<file path="config.mk">
export PLATFORM = sky130hd
export DESIGN_NAME = lli_queue
export DESIGN_NICKNAME = d
export VERILOG_FILES = /design/src/hdl/lli_pkg.sv /design/src/hdl/lli_queue.sv
export SDC_FILE = /design/constraint.sdc
export NUM_CORES = 1
export LEC_CHECK = 0
export BUFFER_PORTS_ARGS = -buffer_cell sky130_fd_sc_hd__buf_4
export CELL_PAD_IN_SITES_DETAIL_PLACEMENT = 0
export CELL_PAD_IN_SITES_GLOBAL_PLACEMENT = 1
export CORE_AREA = 2 2 39 41
export DETAILED_ROUTE_END_ITERATION = 8
export DIE_AREA = 0 0 41 43
export PLACE_DENSITY_LB_ADDON = 0.2
export SYNTH_ARGS = -nofsm -noshare
export SYNTH_HDL_FRONTEND = slang
export SYNTH_SLANG_ARGS = --single-unit
</file>
<file path="constraint.sdc">
create_clock -name clk_i -period 1.2 [get_ports clk_i]
set_input_delay 0.12 -clock clk_i [delete_from_list [all_inputs] [get_ports clk_i]]
set_output_delay 0.12 -clock clk_i [all_outputs]
set_load 0.03 [all_outputs]
</file>
<file path="src/hdl/lli_pkg.sv">
`timescale 1ns / 1ps
`default_nettype none
// ----------------------------------------------------------------------------
// lli_pkg
// Shared types and constants of the line intersection block.
// ----------------------------------------------------------------------------
package lli_pkg;

  localparam int unsigned COORD_BITS_DEF = 32;
  localparam int unsigned QUEUE_DEPTH    = 2;
  localparam int unsigned SNAP_W         = 63;
  localparam logic [SNAP_W-1:0] SNAP_RESET = SNAP_W'(1);

  typedef enum logic [1:0] {
    OUT_SINGLE     = 2'd0,
    OUT_COINCIDENT = 2'd1,
    OUT_PARALLEL   = 2'd2
  } outcome_e;

  typedef struct packed {
    logic signed [31:0] line_a_start_x;
    logic signed [31:0] line_a_start_y;
    logic signed [31:0] line_a_end_x;
    logic signed [31:0] line_a_end_y;
    logic signed [31:0] line_b_start_x;
    logic signed [31:0] line_b_start_y;
    logic signed [31:0] line_b_end_x;
    logic signed [31:0] line_b_end_y;
  } lli_in_t;

  typedef struct packed {
    logic signed [31:0] cross_x;
    logic signed [31:0] cross_y;
    outcome_e           outcome;
    logic               clipped;
  } lli_out_t;

endpackage
`default_nettype wire

</file>
<file path="src/hdl/lli_queue.sv">
`timescale 1ns / 1ps
`default_nettype none
// ----------------------------------------------------------------------------
// lli_queue
// Short register queue between the classifying front and the solving back.
// ----------------------------------------------------------------------------
module lli_queue import lli_pkg::*; #(
  parameter int unsigned Width = 1,
  parameter int unsigned Depth = QUEUE_DEPTH
) (
  input  wire logic             clk_i,
  input  wire logic             rst_ni,
  input  wire logic             push_i,
  input  wire logic [Width-1:0] data_i,
  input  wire logic             pop_i,
  output logic [Width-1:0]      data_o,
  output logic                  full_o,
  output logic                  empty_o
);

  localparam int unsigned AW = (Depth > 1) ? $clog2(Depth) : 1;
  localparam int unsigned NW = $clog2(Depth + 1);
  localparam logic [AW-1:0] LAST = AW'(Depth - 1);
  localparam logic [NW-1:0] FULL = NW'(Depth);

  logic [Width-1:0] mem_q [Depth];
  logic [AW-1:0]    wr_q, rd_q;
  logic [NW-1:0]    cnt_q;

  assign full_o  = (cnt_q == FULL);
  assign empty_o = (cnt_q == '0);
  assign data_o  = mem_q[rd_q];

  always_ff @(posedge clk_i or negedge rst_ni) begin
    if (!rst_ni) begin
      wr_q  <= '0;
      rd_q  <= '0;
      cnt_q <= '0;
    end else begin
      if (push_i) begin
        wr_q <= (wr_q == LAST) ? '0 : wr_q + AW'(1);
      end
      if (pop_i) begin
        rd_q <= (rd_q == LAST) ? '0 : rd_q + AW'(1);
      end
      if (push_i && !pop_i) begin
        cnt_q <= cnt_q + NW'(1);
      end else if (pop_i && !push_i) begin
        cnt_q <= cnt_q - NW'(1);
      end
    end
  end

  always_ff @(posedge clk_i) begin
    if (push_i) begin
      mem_q[wr_q] <= data_i;
    end
  end

  a_no_overflow: assert property (@(posedge clk_i) disable iff (!rst_ni)
    push_i |-> (!full_o || pop_i)) else $error("queue written while full");
  a_no_underflow: assert property (@(posedge clk_i) disable iff (!rst_ni)
    pop_i |-> !empty_o) else $error("queue read while empty");
  a_count_bound: assert property (@(posedge clk_i) disable iff (!rst_ni)
    cnt_q <= FULL) else $error("queue count out of range");

endmodule
`default_nettype wire

</file>
; Word level (Yosys, flattened, before mapping)
; Memory sizes are Yosys's and may differ from the RTL's.
; Index checks and enable logic that the tools add are counted.
[totals]
ff_bits = 4
latch_bits = 0
mem_bits_rw = 2
mem_bits_ro = 0
inputBits = 5
wordCells = 21
n_memories = 1
[memory_table]
columns = memory, words, word_bits, rd, rd_ports_with_merged_regs, write_ports, line_no
row1 = mem_q, 2, 1, 1, 0, 1, lli_queue.sv:26  ; logic [Width-1:0] mem_q [Depth];
[classes]
addsub = 4
multipliers = 0
div = 0
order_cmp = 0
eq_ne = 1
n_shift = 0
mux = 6
n_bitwise = 0
reduce_logical = 6
[op_table]
columns = op, n
row1 = 2-to-1 mux 1 bit, 4
row2 = 2-to-1 mux 2 bit, 2
row3 = "adder 1 bit, second input constant", 2
row4 = "adder 2 x 1 -> 2 bit, second input constant", 1
row5 = "== test 2 bit, second input constant", 1
row6 = logical AND 1 bit, 2
row7 = zero test 1 bit, 2
row8 = zero test 2 bit, 1
row9 = nonzero test 2 bit, 1
row10 = "subtractor 2 x 1 -> 2 bit, second input constant", 1

; Longest topological paths before layout
[logic_depth]
ltp_word = 4
mapped_depth = 5

; Least setup slack after synthesis
; No wires, ideal clock.
[synth_timing]
path_type = register to output
from = reg cnt_q[0]
to = out empty_o
arrival_ps = 827
required_time_ps = 1080
slack_ps = 253
stages_incl_launch_ff = 2
path_buffers = 0
cell_sequence = dfrtp_1 -> nor2_1
[synth_between]
elab_chain_cells = 1
[synth_rtl]
columns = element, line_no
row1 = start: declaration, lli_queue.sv:28  ; logic [NW-1:0] cnt_q;
row2 = start signal: assignment, lli_queue.sv:47  ; cnt_q <= cnt_q + NW'(1);
row3 = start signal: assignment, lli_queue.sv:49  ; cnt_q <= cnt_q - NW'(1);
row4 = zero test 2 bit, lli_queue.sv:31  ; assign empty_o = (cnt_q == '0);
row5 = end: declaration, lli_queue.sv:18  ; output logic empty_o
; Every way passes these cells.

; Final worst setup path
[layout_timing]
from = reg rd_q
to = out data_o
[layout_between]
elab_chain_cells = 1
[layout_rtl]
columns = element, line_no
row1 = start: declaration, lli_queue.sv:27  ; logic [AW-1:0] wr_q, rd_q;
row2 = start signal: assignment, lli_queue.sv:44  ; rd_q <= (rd_q == LAST) ? '0 : rd_q + AW'(1);
row3 = memory (2 x 1 bit), --
row4 = end: declaration, lli_queue.sv:16  ; output logic [Width-1:0] data_o,
; Every way passes these cells.

==> results.md <==
- Largest net degree at the start of global routing: 5
- Fill cells: 149
- Async SR Flop Fraction: 0.667
- DP Cell Count: 42
- Ys Warns: 0
- CTS Sinks: 6
- DIE WIDTH: 41 um
- H-tree levels: 1
- Status: complete, no violations
- DRT iter0 DRCs: 4
- Post-synthesis mux area share: 0.0433
- CP delay by family, top: flip-flops
- CTS max path bufs: 2
- Vias per Instance: 3.69
- Remaining DRCs: 0
- Synth Flop Type: dfrtp_1
- Fmax achieved: 840 MHz
- Pleak: 0.181 nW
- Min Tclk post-route: 1.19 ns
- Synth cell count leaders: dfrtp_1 (4), xor2_1 (4), edfxtp_1 (2), nor2_1 (2)
- Core Util, Final: 0.278
- Sequential-to-total area share from yosys stat: 0.615
- Max-Cap Viols: 0
- Final instance area: 384 sq um
- Share of the synthesized area in the top cell type: 0.385
- Worst slew margin: 0.897
- VDD IR max: 0.478 mV
- Max-slew violations: 0
- GP Congestion: 0.607
- Gr ovfl total: 0
- Worst clock skew: 0.000268 ns
- Worst EP arrival: 1.07 ns
- Unrepaired setup endpoints after global routing: true
- Measured slew at the worst slew-check pin: 0.155 ns
- Setup_tns: 0 ns
- Final critical-path share of the clock period: 0.992
- Largest stage delay on the critical path: 0.39 ns
- Number of enable flip-flop cells after synthesis: 2
- Synth Net Count: 25
- Largest family of logic cells by synthesized area: XOR/XNOR gates
- Setup crit start kind: register
- Max stage delay cell, worst path: dfrtp_1
- Post-synthesis compound-gate area fraction: 0
- Layout Cells excl Fill: 48
- Clk_lat worst skew: 0.24 ns
- Nets: 39
- Synth top area cells: dfrtp_1 (38%), edfxtp_1 (23%), xor2_1 (13%), ha_1 (4.8%), mux2_2 (4.3%)
- Crit-path max FO: 2
- Total Power: 0.949 mW
- Share of cells above drive strength 1: 0.406
- Cell variety after synth: 11
- First-pass GRT wire length: 710 um
- Crit path buf inv count: 1
- Routed Antenna Nets: 0
- Synth Area in Adders: 0.0481
- Crit-path cells: mux2_4 -> buf_6
- Critical path required time: 1.08 ns
- Row count: 14
- Synth Area in XOR/XNOR: 0.168
- Share of synthesized cell area in and, or, nand and nor gates: 0.111
- Diode count: 0
- P&R area growth vs syn: 47.6%
- Via count: 177
- Final setup viols: 0
- Final WS setup: 0.00932 ns
- Die ar.: 0.00176 sq mm
- I/O pin count: 8
- First-pass DRT Iterations: 4
- Hold Fails Final Rpt: 0
- Synthesized instance count: 19
- Final HPWL DP: 321 um
- Placed cell area: 333 sq um
- Hold crit path type: in -> reg
- TritonCTS Buffers: 3
- Initial antenna violation count: 0
- Vias in the first global route: 189
- Avg Cell Area, Syn: 13.7 sq um
- Drt total wl: 445 um
- CTS root buf: clkbuf_4
- Largest area contributor in the netlist: dfrtp_1
- Pwr per Cell Area: 2470 mW/mm^2
- IO Port Bufs: 7
- Initial Util: 0.188
- Clk slew on worst S/H paths: 0.05 ns
- Flops & latches, synth: 6
- DIE HEIGHT: 43 um
- Core box area: 0.00138 sq mm
- Worst Setup End Kind: primary output
- Type of the worst setup path: reg -> out
- Hold WS: 0.0638 ns
- GRT Overall Usage: 0.0677
- Synth Cell Area: 260 sq um
- CTS tree: done
- Pre-CTS setup slack: 0.230 ns
- Routed wirelength normalized by instance count: 9.27 um
==> cell usage in the layout, fill, tap and decap left out <==
cell and n:
and2_1 1, and2b_2 1, buf_4 7, buf_6 1, clkbuf_1 1, clkbuf_4 3, dfrtp_1 4, dlygate4sd3_1 1
edfxtp_1 2, ha_1 1, inv_1 1, mux2_4 1, nor2_1 2, nor2b_1 1, xnor2_1 1, xor2_1 4
==> flip-flops by register name, summed over array words and instances (netlist names) <==
register / count
cnt_q: 2
mem_q: 2
rd_q: 1
wr_q: 1
==> report_power, final <==
group	leakage, nW	switching [mW]	internal (mW)
sequential	0.0654	0.0699	0.300
combinational	0.100	0.181	0.199
clock	0.0150	0.0738	0.126
==> layout make-up <==
cell class	instances	area, sq um	share of cell area
clock buffers	4	26.3	0.0684
inverters	1	3.75	0.00977
multi-input cells	12	100	0.261
flip-flops and latches	6	160	0.417
well taps	16	20.0	0.0521
repair buffers	9	73.8	0.192
==> per-layer routing <==
layer	wire (um)	GRT usage	share of wire
met1	181	0.0691	0.41
met2	244	0.0781	0.55
met3	18	0.0314	0.040
met4	0	0.100	0
met5	0	0	0
==> kinds of logic after synthesis <==
logic type,after synthesis
muxes,1
DFF,6
xor gates and xnor gates,5
adders and majority gates,1
and+or+nand+nor,5
buffers and inverters,1
==> final timing paths <==
check / cells after the start / slack (ns) / from / to
min in group asynchronous: 2 / 0.21 / rst_ni / rd_q
worst max register to register: 3 / 0.29 / cnt_q[0] / cnt_q[1]
max in group asynchronous: 2 / 0.89 / rst_ni / cnt_q[0]
worst min register to register: 1 / 0.49 / cnt_q[1] / cnt_q[1]
worst min-delay path: 1 / 0.06 / data_i / mem_q[0]
worst max-delay path: 2 / 0.009 / rd_q / data_o
==> repair_timing <==
item	4_1_cts	5_1_grt
cloned	0	0
hold endpoints to repair	4	0
buffers inserted	1	0
setup endpoints to repair	1	1
hold buffers	1	0
resized for setup	1	1
No activity file was read; power rests on OpenSTA's default activity.
